`config.mk`:
```
export PLATFORM = sky130hd
export DESIGN_NAME = assembly_token_scanner_top
export DESIGN_NICKNAME = d
export VERILOG_FILES = /design/src/design/ats_pkg.sv /design/src/design/assembly_token_scanner_top.sv /design/src/design/ats_scan.sv /design/src/design/ats_out.sv
export SDC_FILE = /design/constraint.sdc
export NUM_CORES = 1
export LEC_CHECK = 0
export BUFFER_PORTS_ARGS = -buffer_cell sky130_fd_sc_hd__buf_2
export CAP_MARGIN = 10
export CORE_MARGIN = 3
export CORE_UTILIZATION = 57
export CTS_BUF_LIST = sky130_fd_sc_hd__clkbuf_4
export DETAILED_ROUTE_END_ITERATION = 16
export GPL_TIMING_DRIVEN = 1
export HOLD_SLACK_MARGIN = 0.05
export PLACE_DENSITY = 0.79
export SLEW_MARGIN = 5
export SYNTH_ARGS = -nofsm -noshare
export SYNTH_HDL_FRONTEND = slang
export SYNTH_SLANG_ARGS = --single-unit
```
`constraint.sdc`:
```
create_clock -name clk -period 11.95 [get_ports clk]
set_input_delay 1.195 -clock clk [delete_from_list [all_inputs] [get_ports clk]]
set_output_delay 1.195 -clock clk [all_outputs]
set_load 0.01 [all_outputs]
```
`src/design/ats_pkg.sv`:
```
// Shared types, token codes and the mnemonic table of the assembly token scanner.
package ats_pkg;

	typedef struct packed {
		logic [7:0] data_byte;
		logic       end_of_text;
	} ats_in_t;

	typedef struct packed {
		logic [5:0]  token_kind;
		logic [15:0] start_line;
		logic [11:0] start_column;
		logic [3:0]  lexeme_length;
		logic [63:0] lexeme_bytes;
		logic        last_of_run;
	} ats_out_t;

	// Tokens produced by one text byte: count is 0, 1 or 2.
	typedef struct packed {
		logic [1:0] count;
		ats_out_t   first;
		ats_out_t   second;
	} ats_pair_t;

	localparam int NUM_MNEMONICS = 28;

	localparam logic [5:0] KIND_LABEL     = 6'd28;
	localparam logic [5:0] KIND_LABEL_DEF = 6'd29;
	localparam logic [5:0] KIND_INT       = 6'd30;
	localparam logic [5:0] KIND_FLOAT     = 6'd31;
	localparam logic [5:0] KIND_CHAR      = 6'd32;
	localparam logic [5:0] KIND_UNCLOSED  = 6'd33;
	localparam logic [5:0] KIND_TOO_LONG  = 6'd34;

	localparam logic [7:0] CHR_COLON   = 8'h3A;
	localparam logic [7:0] CHR_DOT     = 8'h2E;
	localparam logic [7:0] CHR_SEMI    = 8'h3B;
	localparam logic [7:0] CHR_QUOTE   = 8'h27;
	localparam logic [7:0] CHR_NEWLINE = 8'h0A;

	localparam logic [15:0] LINE_MAX = 16'hFFFF;
	localparam logic [11:0] COL_MAX  = 12'hFFF;

	// Mnemonic text packed as the lexeme store holds it: first letter in the low byte,
	// so each string literal is written back to front.
	function automatic logic [63:0] mnemonic_text(input logic [4:0] code);
		logic [63:0] v;
		unique case (code)
			5'd0:    v = {40'd0, "pon"};
			5'd1:    v = {32'd0, "hsup"};
			5'd2:    v = {40'd0, "pop"};
			5'd3:    v = {40'd0, "pud"};
			5'd4:    v = {24'd0, "pudni"};
			5'd5:    v = {32'd0, "paws"};
			5'd6:    v = {16'd0, "pawsni"};
			5'd7:    v = {40'd0, "dda"};
			5'd8:    v = {40'd0, "bus"};
			5'd9:    v = {40'd0, "lum"};
			5'd10:   v = {40'd0, "vid"};
			5'd11:   v = {40'd0, "dom"};
			5'd12:   v = {32'd0, "fdda"};
			5'd13:   v = {32'd0, "fbus"};
			5'd14:   v = {32'd0, "flum"};
			5'd15:   v = {32'd0, "fvid"};
			5'd16:   v = {32'd0, "fdom"};
			5'd17:   v = {32'd0, "epmc"};
			5'd18:   v = {24'd0, "enpmc"};
			5'd19:   v = {32'd0, "gpmc"};
			5'd20:   v = {32'd0, "lpmc"};
			5'd21:   v = {24'd0, "egpmc"};
			5'd22:   v = {24'd0, "elpmc"};
			5'd23:   v = {40'd0, "pmj"};
			5'd24:   v = {32'd0, "pmjz"};
			5'd25:   v = {24'd0, "pmjzn"};
			5'd26:   v = {24'd0, "tnirp"};
			5'd27:   v = {32'd0, "tlah"};
			default: v = '1;
		endcase
		return v;
	endfunction

	// Kind of a finished word. Bytes past the count are zero, so a full-width
	// compare also checks the length.
	function automatic logic [5:0] word_kind(input logic [63:0] store, input logic too_long,
			input logic colon);
		logic [5:0] kind;
		logic       hit;
		hit  = 1'b0;
		kind = colon ? KIND_LABEL_DEF : KIND_LABEL;
		for (int k = 0; k < NUM_MNEMONICS; k++) begin
			if (!hit && store == mnemonic_text(5'(k))) begin
				hit  = 1'b1;
				kind = 6'(k);
			end
		end
		if (too_long) begin
			kind = KIND_TOO_LONG;
		end
		return kind;
	endfunction

endpackage

```
`src/design/assembly_token_scanner_top.sv`:
```
// Top level of the assembly token scanner: input register, scanner and result register.
// A byte passes the input register, then its tokens wait until the result register is
// free and are loaded into it, and are offered from there. One byte is taken per cycle
// while each byte yields at most one token and the output takes each token; a byte that
// yields two tokens holds the result register until both have been handed out.
// Reset puts the scanner idle at line 1, column 1 and empties both registers at once.
module assembly_token_scanner_top #(
	parameter int MAX_LEXEME = 8
) (
	input  logic              clk,
	input  logic              arst_n,
	input  logic              in_valid,
	output logic              in_ready,
	input  ats_pkg::ats_in_t  in_word,
	output logic              out_valid,
	input  logic              out_ready,
	output ats_pkg::ats_out_t out_word
);
	import ats_pkg::*;

	ats_in_t   word_s1;
	logic      valid_s1;
	ats_pair_t pair;
	logic      advance, out_free;

	// A byte that yields no token can move on even while the result register is busy.
	assign advance  = valid_s1 && (out_free || pair.count == 2'd0);
	assign in_ready = !valid_s1 || advance;

	always_ff @(posedge clk or negedge arst_n) begin
		if (!arst_n) begin
			valid_s1 <= 1'b0;
		end else if (in_valid && in_ready) begin
			valid_s1 <= 1'b1;
		end else if (advance) begin
			valid_s1 <= 1'b0;
		end
	end

	always_ff @(posedge clk) begin
		if (in_valid && in_ready) begin
			word_s1 <= in_word;
		end
	end

	ats_scan #(
		.MAX_LEXEME(MAX_LEXEME)
	) u_scan (
		.clk   (clk),
		.arst_n(arst_n),
		.step  (advance),
		.word  (word_s1),
		.pair  (pair)
	);

	ats_out u_out (
		.clk      (clk),
		.arst_n   (arst_n),
		.load     (advance && pair.count != 2'd0),
		.pair     (pair),
		.out_ready(out_ready),
		.out_valid(out_valid),
		.out_word (out_word),
		.free     (out_free)
	);

endmodule

```
`src/design/ats_scan.sv`:
```
// Scanner state and the single-pass token logic for one text byte.
module ats_scan #(
	parameter int MAX_LEXEME = 8
) (
	input  logic             clk,
	input  logic             arst_n,
	input  logic             step,
	input  ats_pkg::ats_in_t word,
	output ats_pkg::ats_pair_t pair
);
	import ats_pkg::*;

	localparam logic [2:0] MODE_IDLE       = 3'd0;
	localparam logic [2:0] MODE_WORD       = 3'd1;
	localparam logic [2:0] MODE_INT        = 3'd2;
	localparam logic [2:0] MODE_FLOAT      = 3'd3;
	localparam logic [2:0] MODE_CHAR_OPEN  = 3'd4;
	localparam logic [2:0] MODE_CHAR_CLOSE = 3'd5;
	localparam logic [2:0] MODE_COMMENT    = 3'd6;

	localparam logic [3:0] MAX_LEN = 4'(MAX_LEXEME);

	logic [2:0]  mode_q,  mode_d;
	logic [63:0] store_q, store_d;
	logic [3:0]  count_q, count_d;
	logic        flag_q,  flag_d;
	logic [15:0] line_q,  line_d;
	logic [11:0] col_q,   col_d;
	logic [15:0] tline_q, tline_d;
	logic [11:0] tcol_q,  tcol_d;

	logic [7:0]  b;
	logic        is_letter, is_digit, redo;
	logic        emit1, emit2;
	logic [5:0]  kind1, kind2;
	logic [63:0] app_store;
	logic [3:0]  app_count;
	logic        app_flag;
	ats_out_t    tok1, tok2;

	assign b         = word.data_byte;
	assign is_letter = (b >= 8'h61 && b <= 8'h7A) || (b >= 8'h41 && b <= 8'h5A);
	assign is_digit  = (b >= 8'h30 && b <= 8'h39);

	// Append the byte, or mark the lexeme as too long once the store is full.
	always_comb begin
		app_store = store_q;
		app_count = count_q;
		app_flag  = flag_q;
		if (count_q < MAX_LEN) begin
			app_store = store_q | ({56'd0, b} << {count_q[2:0], 3'b000});
			app_count = count_q + 4'd1;
		end else begin
			app_flag = 1'b1;
		end
	end

	always_comb begin
		mode_d  = mode_q;
		store_d = store_q;
		count_d = count_q;
		flag_d  = flag_q;
		tline_d = tline_q;
		tcol_d  = tcol_q;
		emit1   = 1'b0;
		kind1   = KIND_LABEL;
		redo    = 1'b0;

		unique case (mode_q)
			MODE_WORD: begin
				if (is_letter) begin
					store_d = app_store;
					count_d = app_count;
					flag_d  = app_flag;
				end else begin
					emit1  = 1'b1;
					kind1  = word_kind(store_q, flag_q, b == CHR_COLON);
					mode_d = MODE_IDLE;
					redo   = (kind1 != KIND_LABEL_DEF);
				end
			end
			MODE_INT: begin
				if (is_digit || b == CHR_DOT) begin
					store_d = app_store;
					count_d = app_count;
					flag_d  = app_flag;
					if (b == CHR_DOT) begin
						mode_d = MODE_FLOAT;
					end
				end else begin
					emit1  = 1'b1;
					kind1  = flag_q ? KIND_TOO_LONG : KIND_INT;
					mode_d = MODE_IDLE;
					redo   = 1'b1;
				end
			end
			MODE_FLOAT: begin
				if (is_digit) begin
					store_d = app_store;
					count_d = app_count;
					flag_d  = app_flag;
				end else begin
					emit1  = 1'b1;
					kind1  = flag_q ? KIND_TOO_LONG : KIND_FLOAT;
					mode_d = MODE_IDLE;
					redo   = 1'b1;
				end
			end
			MODE_CHAR_OPEN: begin
				store_d = app_store;
				count_d = app_count;
				flag_d  = app_flag;
				mode_d  = MODE_CHAR_CLOSE;
			end
			MODE_CHAR_CLOSE: begin
				emit1  = 1'b1;
				mode_d = MODE_IDLE;
				if (b == CHR_QUOTE) begin
					kind1 = KIND_CHAR;
				end else begin
					kind1 = KIND_UNCLOSED;
					redo  = 1'b1;
				end
			end
			MODE_COMMENT: begin
				if (b == CHR_NEWLINE) begin
					mode_d = MODE_IDLE;
				end
			end
			default: begin
				mode_d = MODE_IDLE;
				redo   = 1'b1;
			end
		endcase

		// A byte that closed a token, or that arrives while idle, may open a new one.
		if (redo) begin
			priority if (is_letter || is_digit) begin
				store_d = {56'd0, b};
				count_d = 4'd1;
				flag_d  = 1'b0;
				tline_d = line_q;
				tcol_d  = col_q;
				mode_d  = is_letter ? MODE_WORD : MODE_INT;
			end else if (b == CHR_QUOTE) begin
				store_d = '0;
				count_d = 4'd0;
				flag_d  = 1'b0;
				tline_d = line_q;
				tcol_d  = col_q;
				mode_d  = MODE_CHAR_OPEN;
			end else if (b == CHR_SEMI) begin
				mode_d = MODE_COMMENT;
			end else begin
				mode_d = MODE_IDLE;
			end
		end

		if (b == CHR_NEWLINE) begin
			line_d = (line_q < LINE_MAX) ? line_q + 16'd1 : line_q;
			col_d  = 12'd1;
		end else begin
			line_d = line_q;
			col_d  = (col_q < COL_MAX) ? col_q + 12'd1 : col_q;
		end

		// End of text flushes whatever token is still open after this byte.
		emit2 = 1'b0;
		kind2 = KIND_UNCLOSED;
		if (word.end_of_text) begin
			unique case (mode_d)
				MODE_WORD: begin
					emit2 = 1'b1;
					kind2 = word_kind(store_d, flag_d, 1'b0);
				end
				MODE_INT: begin
					emit2 = 1'b1;
					kind2 = flag_d ? KIND_TOO_LONG : KIND_INT;
				end
				MODE_FLOAT: begin
					emit2 = 1'b1;
					kind2 = flag_d ? KIND_TOO_LONG : KIND_FLOAT;
				end
				MODE_CHAR_OPEN, MODE_CHAR_CLOSE: begin
					emit2 = 1'b1;
					kind2 = KIND_UNCLOSED;
				end
				default: begin
					emit2 = 1'b0;
				end
			endcase
		end

		tok1.token_kind    = kind1;
		tok1.start_line    = tline_q;
		tok1.start_column  = tcol_q;
		tok1.lexeme_length = flag_q ? MAX_LEN : count_q;
		tok1.lexeme_bytes  = store_q;
		tok1.last_of_run   = !emit2;

		tok2.token_kind    = kind2;
		tok2.start_line    = tline_d;
		tok2.start_column  = tcol_d;
		tok2.lexeme_length = flag_d ? MAX_LEN : count_d;
		tok2.lexeme_bytes  = store_d;
		tok2.last_of_run   = 1'b1;

		pair.count  = {1'b0, emit1} + {1'b0, emit2};
		pair.first  = emit1 ? tok1 : tok2;
		pair.second = tok2;
	end

	always_ff @(posedge clk or negedge arst_n) begin
		if (!arst_n) begin
			mode_q  <= MODE_IDLE;
			store_q <= '0;
			count_q <= 4'd0;
			flag_q  <= 1'b0;
			line_q  <= 16'd1;
			col_q   <= 12'd1;
			tline_q <= 16'd1;
			tcol_q  <= 12'd1;
		end else if (step) begin
			tline_q <= tline_d;
			tcol_q  <= tcol_d;
			if (word.end_of_text) begin
				mode_q  <= MODE_IDLE;
				store_q <= '0;
				count_q <= 4'd0;
				flag_q  <= 1'b0;
				line_q  <= 16'd1;
				col_q   <= 12'd1;
			end else begin
				mode_q  <= mode_d;
				store_q <= store_d;
				count_q <= count_d;
				flag_q  <= flag_d;
				line_q  <= line_d;
				col_q   <= col_d;
			end
		end
	end

endmodule

```
`src/design/ats_out.sv`:
```
// Result register holding up to two tokens and handing them out one word at a time.
module ats_out (
	input  logic               clk,
	input  logic               arst_n,
	input  logic               load,
	input  ats_pkg::ats_pair_t pair,
	input  logic               out_ready,
	output logic               out_valid,
	output ats_pkg::ats_out_t  out_word,
	output logic               free
);
	import ats_pkg::*;

	ats_out_t   first_s2, second_s2;
	logic [1:0] count_s2;
	logic       sel_s2;
	logic       pop, last;

	assign out_valid = (count_s2 != 2'd0);
	assign out_word  = sel_s2 ? second_s2 : first_s2;
	assign pop       = out_valid && out_ready;
	assign last      = sel_s2 || (count_s2 == 2'd1);
	assign free      = !out_valid || (pop && last);

	always_ff @(posedge clk or negedge arst_n) begin
		if (!arst_n) begin
			count_s2 <= 2'd0;
			sel_s2   <= 1'b0;
		end else if (load) begin
			count_s2 <= pair.count;
			sel_s2   <= 1'b0;
		end else if (pop) begin
			if (last) begin
				count_s2 <= 2'd0;
				sel_s2   <= 1'b0;
			end else begin
				sel_s2 <= 1'b1;
			end
		end
	end

	always_ff @(posedge clk) begin
		if (load) begin
			first_s2  <= pair.first;
			second_s2 <= pair.second;
		end
	end

endmodule
```
# --- Word level (Yosys, flattened, before mapping) ---
# Cells that the tools add are included.
totals:
  register_bits: 346
  output_inout_bits: 105
  word_cells: 671
classes:
  addsub: 4
  order_cmp: 9
  n_eq_ne: 74
  shifts: 1
  n_mux: 418
  bitwise_logic: 1
  n_reduce_logical: 140
op_table:
  columns: ["operator", "count"]
  rows:
  - ["64-bit 2-to-1 mux", 120]
  - ["64-bit equality test", 56]
  - ["64-bit case mux with 4 select lines", 1]
  - ["6-bit 2-to-1 mux", 40]
  - ["103-bit 2-to-1 mux", 2]
  - ["1-bit 2-to-1 mux", 184]
  - ["5-bit 2-to-1 mux", 28]
  - ["16-bit 2-to-1 mux", 6]
  - ["12-bit 2-to-1 mux", 6]
  - ["64-bit OR", 1]
  - ["8-bit by 6-bit << shifter with 64-bit output", 1]
  - ["1-bit logical AND", 62]
  - ["1-bit zero test", 57]
  - ["4-bit 2-to-1 mux", 10]
  - ["8-bit by 6-bit equality test with 1-bit output, second input constant", 4]
  - ["3-bit 2-to-1 mux", 10]
  - ["6-bit case mux with 4 select lines", 1]
  - ["6-bit case mux with 3 select lines", 1]
  - ["16-bit by 1-bit adder with 16-bit output, second input constant", 1]
  - ["8-bit by 7-bit greater-or-equal comparator with 1-bit output, second input constant", 2]
  - ["8-bit by 7-bit <= comparator with 1-bit output, second input constant", 2]
  - ["16-bit < comparator, second input constant", 1]
  - ["4-bit case mux with 4 select lines", 1]
  - ["3-bit equality test, second input constant", 5]
  - ["24 further kinds", 45]

# --- Longest topological paths before layout ---
# Gate-level depths: netlist of run 1.
logic_depth:
  word_depth: 293
  depth_mapped: 21

# --- Modules after synthesis ---
# Synthesis of run 1 repeated with hierarchy kept, for this count alone.
hier_totals:
  cells_unflattened: 1958
  area_unflattened_um2: 19477.4
modules_own_cells:
  columns: ["module", "n_inst", "cells_each", "area_each_um2", "seq_area_each_um2"]
  rows:
  - ["ats_scan", 1, 1605, 11442.2, 3208.1]
  - ["ats_out", 1, 337, 7694.9, 6261.0]
  - ["assembly_token_scanner_top", 1, 16, 340.3, 295.3]

# --- Worst setup path before layout of run 1 ---
# No wires, ideal clock.
synth_path:
  path_kind: "reg-to-reg"
  startpoint: "register word_s1[8] (netlist bit)"
  endpoint: "register u_out.count_s2[0]"
  setup_time_ns: 0.099
  arrival_ns: 12.734
  setup_slack_ns: -0.883
  stages_incl_launch_ff: 16
  cell_sequence: "edfxtp_1 -> or2_1 -> buf_2 -> nor4_2 -> nor2_1 -> nor2_1 -> clkbuf_1 -> buf_1 -> clkbuf_1 -> ha_1 -> a21oi_1 -> nand2b_1 -> clkbuf_1 -> clkbuf_1 -> nor2_1 -> a22o_1"
synth_between:
  elab_chain_len: 48
  word_cells_on_any_way: 86
  classes_between: "add/sub: 1; order compare: 6; eq/ne: 11; mux: 53; reduce/logical: 15"
synth_lines:
  columns: ["item", "line", "source"]
  rows:
  - ["start, declared", "assembly_token_scanner_top.sv:21", "ats_in_t word_s1;"]
  - ["start signal, assigned", "assembly_token_scanner_top.sv:42", "word_s1 <= in_word;"]
  - ["8-bit by 6-bit equality test with 1-bit output", "ats_scan.sv:77", "kind1 = word_kind(store_q, flag_q, b == CHR_COLON);"]
  - ["1-bit 2-to-1 mux", "ats_pkg.sv:89", "kind = colon ? KIND_LABEL_DEF : KIND_LABEL;"]
  - ["6-bit 2-to-1 mux (28 in a row)", "ats_pkg.sv:91", "if (!hit && store == mnemonic_text(5'(k))) begin"]
  - ["6-bit 2-to-1 mux", "ats_pkg.sv:96", "if (too_long) begin"]
  - ["6-bit 2-to-1 mux", "ats_scan.sv:71", "if (is_letter) begin"]
  - ["6-bit 2-to-1 mux", "ats_scan.sv:69", "unique case (mode_q)"]
  - ["6-bit by 5-bit != test with 1-bit output", "ats_scan.sv:79", "redo = (kind1 != KIND_LABEL_DEF);"]
  - ["1-bit 2-to-1 mux", "ats_scan.sv:71", null]
  - ["(+6 left out)", null, null]
  - ["1-bit by 1-bit adder with 2-bit output *", "ats_scan.sv:208", "pair.count = {1'b0, emit1} + {1'b0, emit2};"]
  - ["2-bit zero test", "assembly_token_scanner_top.sv:27", "assign advance = valid_s1 && (out_free || pair.count == 2'd0);"]
  - ["1-bit logical OR", "assembly_token_scanner_top.sv:27", null]
  - ["1-bit logical AND", "assembly_token_scanner_top.sv:27", null]
  - ["1-bit logical AND *", "assembly_token_scanner_top.sv:59", ".load (advance && pair.count != 2'd0),"]
  - ["named net u_out.load", "ats_out.sv:5", "input logic load,"]
  - ["2-bit nonzero test (no line)", null, null]
  - ["2-bit AND reduction (no line)", null, null]
  - ["end signal, assigned", "ats_out.sv:30", "count_s2 <= pair.count;"]
  - ["end, declared", "ats_out.sv:15", "logic [1:0] count_s2;"]
# The timed path passes the listed nets; every way through them passes the cells marked *. The select of a mux whose other input is x is not followed.
# A chain may end at the register's enable or synchronous reset.

# --- Final worst setup path of run 1 ---
layout_path:
  startpoint: "register word_s1[2] (netlist bit)"
  endpoint: "register u_out.first_s2[11] (netlist bit), enable pin"
layout_between:
  elab_chain_len: 46
  word_cells_on_any_way: 82
  classes_between: "add/sub: 1; order compare: 6; eq/ne: 11; mux: 52; reduce/logical: 12"
layout_lines:
  columns: ["item", "line", "source"]
  rows:
  - ["8-bit by 6-bit equality test with 1-bit output", "ats_scan.sv:77", null]
  - ["1-bit 2-to-1 mux", "ats_pkg.sv:89", null]
  - ["6-bit 2-to-1 mux (28 in a row)", "ats_pkg.sv:91", null]
  - ["6-bit 2-to-1 mux", "ats_pkg.sv:96", null]
  - ["6-bit 2-to-1 mux", "ats_scan.sv:71", null]
  - ["6-bit 2-to-1 mux", "ats_scan.sv:69", null]
  - ["6-bit by 5-bit != test with 1-bit output", "ats_scan.sv:79", null]
  - ["1-bit 2-to-1 mux", "ats_scan.sv:71", null]
  - ["(+4 left out)", null, null]
  - ["1-bit 2-to-1 mux", "ats_scan.sv:171", "unique case (mode_d)"]
  - ["1-bit 2-to-1 mux", "ats_scan.sv:170", "if (word.end_of_text) begin"]
  - ["1-bit by 1-bit adder with 2-bit output *", "ats_scan.sv:208", null]
  - ["2-bit zero test", "assembly_token_scanner_top.sv:27", null]
  - ["1-bit logical OR", "assembly_token_scanner_top.sv:27", null]
  - ["1-bit logical AND", "assembly_token_scanner_top.sv:27", null]
  - ["1-bit logical AND *", "assembly_token_scanner_top.sv:59", null]
  - ["named net u_out.load", "ats_out.sv:5", null]
  - ["end signal, assigned", "ats_out.sv:44", "first_s2 <= pair.first;"]
  - ["end, declared", "ats_out.sv:14", "ats_out_t first_s2, second_s2;"]
# Marks and branches as above.

==> results by group, run 1 <==
Outcome
  • Status: finished clean

Yosys
  • Top-count cell post-synth: nand2_1
  • Post-synth top cells: nand2_1, edfxtp_1, nor2_1
  • Async SR Flop Fraction: 38.2%
  • Post-Synth Simple-Gate Area: 20.9%
  • Synthesized Nets: 1,934
  • Count of cell types in the netlist: 102
  • Synthesis Warnings: 0
  • Synth Area in Compound Gates: 15.4%
  • Mux contribution to synthesized area: 8.45%
  • Synth top area cells: edfxtp_1, dfrtp_1, mux2_2, nand2_1, a22o_1
  • Main combinational cell family by area after synthesis: simple AND/OR/NAND/NOR gates
  • Post-synthesis instance area: 19,300 µm²
  • Post-synth EDFFs: 214
  • Main flop type after synthesis: edfxtp_1
  • Post-synth top area share: 33.4%
  • Seq cells post-synth: 346
  • Syn Inst Count: 1,916
  • Mean Syn Cell Area: 10.1 µm²
  • Area leader, netlist: edfxtp_1
  • Adder-Cell Fraction of Synth Area: less than 1%
  • Synth Area in XOR/XNOR: less than 1%
  • Post-synthesis sequential area ratio: 50.5%

Job
  • Max-cap violations: 0

Power
  • Leak: 0.00848 µW
  • Overall Power: between 2000 and 3000 µW
  • Worst VDD drop: 0.0937 mV
  • Power Dens Cells: 140 nW/µm²

Floorplan
  • Starting Density: 58.5%
  • Die area: 36,000 µm²
  • Die width: 190 µm
  • Placeable Area: 32,900 µm²
  • Die height: roughly 190 µm
  • IO Pins: 118
  • Site Rows: 66

Routing
  • Vias per Instance: about 6.6
  • First drt pass iteration count: 9
  • Final ANT Viol Nets: 0
  • Total Wirelength: 63,000 µm
  • # DRC: 0
  • Initial drt markers: 1,909
  • DR WL/cell: 24.8 µm
  • Vias: 16,661

Clock network
  • Max Root-Sink Buffers: 3
  • Clock Root Buffer: clkbuf_4
  • # resized after CTS: 0
  • Register clock-pin slew on the reported worst setup and hold paths: 0.09 ns
  • Setup repair bufs after CTS: 0
  • CTS Buf Count: 88
  • Cts-stage hold buffer count: 0
  • CTS tree: built
  • Clk_lat worst skew: 0.79 ns
  • Number of H-tree levels: 3
  • CTS sink count: 346

STA
  • Tmin final: 6.67 ns
  • Worst Tran Pin Value: between 1 and 1.5 ns
  • Fin crit share: 55.8%
  • Setup Viol. Count Final: 0
  • Slew Viols, Final: 0
  • Max Clk Rate: 150 MHz
  • RSZ-0062 raised after global routing: false
  • Hold Vio Cnt, Final: 0
  • Clock Skew: 0.0359 ns
  • Setup TNS: 0 ns
  • Slew HR: 3.59%

Global route
  • Largest net degree at the start of global routing: approximately 180
  • First-pass GRT wire length: 96,400 µm
  • Total grt overflow: 0
  • Vias in the first global route: 16,224
  • Initial antenna violation count: 2
  • GRT Overall Usage: 34.9%

Cells and area
  • Share of layout cells above drive strength 1: 22.4%
  • Nets: about 2,000
  • Area growth, synth to finish: 10.6%

Worst setup path
  • CP required: 12.34 ns
  • Number of cells on the worst reg-to-reg path: 12
  • CP Capture Type: flop
  • Worst setup path category: flop to flop
  • Crit Path Max Fanout: about 180
  • CP Launch Type: flop
  • Worst Path Arrival: 7.07 ns

Hold path
  • Hold Path Class: input port to asynchronous set/reset pin

Placement
  • Detailed Place HPWL: 43,800 µm
  • Port buffer count: 117
  • RD Place Congestion: between 1 and 1.5
==> report_power, final <==
group | internal [µW] | switching [µW]
clock network | 536 | 483
registers | 1350 | 78.3
logic | 220 | 314
total | 2100 | 875
==> worst max-delay path, stage by stage (launching register included) <==
cell and delay (ns):
edfxtp_1 0.77, or4_4 0.69, o221ai_2 0.63, nand2_1 0.39, nand2_1 0.27, a32o_1 0.34, a211o_1 0.19, ha_1 0.22
a21oi_1 0.09, nand2b_4 0.35, buf_4 0.51, nor2_4 0.91, buf_12 0.68
==> flip-flops by register name (all words and copies together), names as in the netlist, 2 cells and up <==
name and flops:
u_out.count_s2 2, u_out.first_s2 103, u_out.second_s2 102, u_scan.col_q 12, u_scan.count_q 4, u_scan.line_q 16
u_scan.mode_q 3, u_scan.store_q 64, u_scan.tcol_q 12, u_scan.tline_q 16, word_s1 9
==> path summary, 6_finish.rpt <==
path,endpoint,start,slack [ns]
worst max-delay path,u_out.first_s2[11],word_s1[2],5.28
worst min register to register,u_scan.tcol_q[0],u_scan.tcol_q[0],0.51
worst min-delay path,u_scan.store_q[1],arst_n,0.43
min in group clk,u_scan.tcol_q[0],u_scan.tcol_q[0],0.51
worst max register to register,u_out.first_s2[11],word_s1[2],5.28
max in group asynchronous,u_scan.line_q[7],arst_n,10.12
==> routing by layer <==
layer,track usage (%),routed length (µm),part of all wire (%),up-vias
met5,0,0,0,-
met4,12.8,2030,3.2,0
met3,9.40,6300,10,154
met2,52.4,28200,45,914
met1,49.0,26400,42,8164
li1,-,-,-,7429
==> cell families (layout without fill, tap and decap cells) <==
family,Yosys count,in the layout
adder cells (fa/ha/maj),5,5
AO/OA/AOI/OAI,431,431
buffers and inverters,176,356
multiplexers,148,148
other,0,3
flip-flops,346,346
XOR/XNOR,16,16
AND/OR/NAND/NOR,794,794
==> cell type report <==
type                            instances  area (µm²)
Antenna cell                            3        7.51
Timing Repair Buffer                  140         777
Inverter                               54         204
Multi-Input combinational cell       1394        8870
Clock inverter                         21        95.1
Sequential cell                       346        9740
Fill cell                            2625       11600
Tap cell                              442         553
Clock buffer                          141        1060
==> cells in the final DEF (no fill, tap or decap), types with 33 or more instances in the layout <==
master	instances
dfrtp_1	127
nor2_1	150
nor3_1	57
a21oi_1	78
o21ai_0	122
inv_1	53
a22o_1	70
clkbuf_4	141
edfxtp_1	214
nand4_1	35
nor4_1	33
buf_2	116
mux2_2	117
nand3_1	39
nand2_1	285
==> metrics by stage <==
stage / cells / setup WS [ns] / cell area (µm²) / utilization, % / hold WS (ns)
finish: 2541 / 5.28 / 21300 / 64.7 / 0.428
global route: 2541 / 4.97 / 21300 / 64.7 / 0.418
CTS: 2538 / 5.40 / 21300 / 64.6 / 0.398
detailed placement: 2376 / 5.40 / 20100 / 61.1 / 0.497
global placement: 2376 / 5.72 / 20100 / 61.1 / 0.478
floorplan: 1916 / 2.72 / 19300 / - / 0.468
Note: power is estimated with default switching activity, not from simulation.
==> run 2, diff against run 1 <==
Settings changed: CORE_UTILIZATION 57 to 64, PLACE_DENSITY 0.79 to 0.84.
Clock period 11.95 ns to 6.7 ns, I/O delays scaled along.
==> run 2 against run 1 <==
Clock power rose by 84%. Critical path type unchanged. Count of clock-buffer cells in the layout fell by 6. Highest routed layer unchanged. Register-to-register slack got worse by 4.9 ns. Flip-flop and latch count did not move. Combinational power rose by 79%. Worst setup slack got worse by 4.9 ns. Clock skew rose by 0.031 ns.
==> results by group, run 2 (synthesis results as in run 1) <==
Outcome
  • Status: finished clean

Routing
  • Initial drt markers: 2,632
  • Total Wirelength: 64,100 µm
  • Vias per Instance: between 6 and 7
  • Vias: 17,345
  • # DRC: 0
  • Final ANT Viol Nets: 0
  • First drt pass iteration count: 6
  • DR WL/cell: 25.7 µm

Global route
  • Largest net degree at the start of global routing: 102
  • Vias in the first global route: 16,736
  • GRT Overall Usage: about two fifths
  • GRT met1 Usage: 54.1%
  • M3 GR Usage: 10.4%
  • Initial antenna violation count: 2
  • Grt met2 use: 60.6%
  • First-pass GRT wire length: 99,600 µm
  • Total grt overflow: 0
  • Grt peak-use layer: met2

Job
  • Max-cap violations: 0

Clock network
  • # resized after CTS: 0
  • Max Root-Sink Buffers: 3
  • CTS sink count: around 350
  • Register clock-pin slew on the reported worst setup and hold paths: 0.07 ns
  • Number of H-tree levels: 3
  • Clk_lat worst skew: between 0.7 and 0.8 ns
  • CTS Buf Count: 85
  • Setup repair bufs after CTS: 0
  • Clock Root Buffer: clkbuf_4
  • CTS tree: built

Floorplan
  • Die height: 179 µm
  • Die width: 179 µm
  • Die area: 32,200 µm²
  • IO Pins: 118
  • Placeable Area: 29,200 µm²
  • Site Rows: 62
  • Starting Density: 66.0%

Power
  • Power Dens Cells: 252 nW/µm²
  • Leak: 0.00853 µW
  • Worst VDD drop: 0.198 mV

Worst setup path
  • CP required: 7.29 ns
  • CP Launch Type: flop
  • CP Capture Type: flop
  • Worst Path Arrival: 6.91 ns
  • Crit Path Max Fanout: 32
  • Worst setup path category: flop to flop

Cells and area
  • Commonest non-fill, non-tap cell in the layout: nand2_1
  • Share of layout cells above drive strength 1: 22.6%
  • Area growth, synth to finish: 11.0%
  • Top reg by flops: u_out.first_s2
  • Largest register FFs: between 100 and 150
  • Most frequent cells in the layout: nand2_1, edfxtp_1, nor2_1, clkbuf_4, dfrtp_1
  • Post-layout util: about three quarters
  • Biggest regs: u_out.first_s2 (103), u_out.second_s2 (102), u_scan.store_q (64)
  • Nets: 2,052

Placement
  • Port buffer count: 117
  • Detailed Place HPWL: 44,500 µm
  • RD Place Congestion: 1.06

STA
  • Worst Tran Pin Value: 1.18 ns
  • Slew Viols, Final: 0
  • RSZ-0062 raised after global routing: false
  • Tmin final: ~6.3 ns
  • Fin crit share: 94.3%
  • Hold Vio Cnt, Final: 0
  • Setup TNS: 0 ns
  • Setup Viol. Count Final: 0
  • Slew HR: 20.7%
  • Max Clk Rate: 158 MHz
  • Clock Skew: about 0.067 ns

Hold path
  • Hold Path Class: input port to flop
==> run 2: area by class of cell <==
| class | count | area [µm²] |
|---|---|---|
| Clock inverter | 24 | 166 |
| Multi-Input combinational cell | 1394 | 8870 |
| Antenna cell | 2 | 5.00 |
| Clock buffer | 135 | 1010 |
| Tap cell | 384 | 480 |
| Inverter | 54 | 204 |
| Fill cell | 2005 | 7790 |
| Sequential cell | 346 | 9740 |
| Timing Repair Buffer | 153 | 900 |
==> run 2: final timing paths <==
path	from	endpoint	slack, ns	depth (start not counted)
setup / recovery	word_s1[2]	u_scan.line_q[14]	0.38	17
hold / removal	in_word[6]	word_s1[6]	0.11	1
setup reg to reg	word_s1[2]	u_scan.line_q[14]	0.38	17
hold reg to reg	u_scan.tcol_q[0]	u_scan.tcol_q[0]	0.50	2
max in group asynchronous	arst_n	u_scan.store_q[20]	4.75	3
min in group asynchronous	arst_n	u_scan.tline_q[14]	0.55	2
==> run 2: where the power goes <==
| part | internal [µW] | leakage [µW] | switching (µW) | total (µW) |
|---|---|---|---|---|
| clock network | 1000 | 0.000692 | 880 | 1880 |
| registers | 2400 | 0.00377 | 144 | 2550 |
| logic | 400 | 0.00407 | 557 | 957 |
| total | 3800 | 0.00853 | 1580 | 5380 |
==> run 2: what timing repair did <==
action                                 in CTS  in global routing
setup endpoints to repair                   0                  0
endpoints found under the hold margin      61                  0
hold buffers                                1                  0
==> run 2: through the flow <==
stage	worst slack (ns)	area [µm²]	power, µW	std cells	hold slack, ns
final	0.381	21400	5380	2492	0.114
after global routing	0.128	21400	5590	2492	0.0597
after CTS	0.629	21400	5390	2489	0.0828
after detailed placement	0.678	20200	3530	2329	0.494
after global placement	1.10	20200	3490	2329	0.477
after floorplan	0.0103	19300	3170	1916	0.374
==> run 2: worst max-delay path, cell delays in order, from the launching register on <==
cell	delay (ns)
edfxtp_1	0.94
nand4b_2	0.38
nor4_2	0.51
o211a_2	0.36
nand2_1	0.17
a32o_1	0.39
nor3_1	0.21
a211o_1	0.14
ha_1	0.23
a21oi_1	0.10
nand2b_4	0.35
nor2_1	0.87
o41ai_1	0.44
or2_2	0.43
nor2_1	0.25
nand4_1	0.17
xor2_1	0.17
nor2_1	0.05
==> run 2: metal layers <==
layer,part of all wire (%),vias to the layer above,wire length [µm]
met2,45,1335,29100
met5,0,-,0
met3,12,206,7920
met4,3.9,0,2470
li1,-,7432,-
met1,38,8372,24600
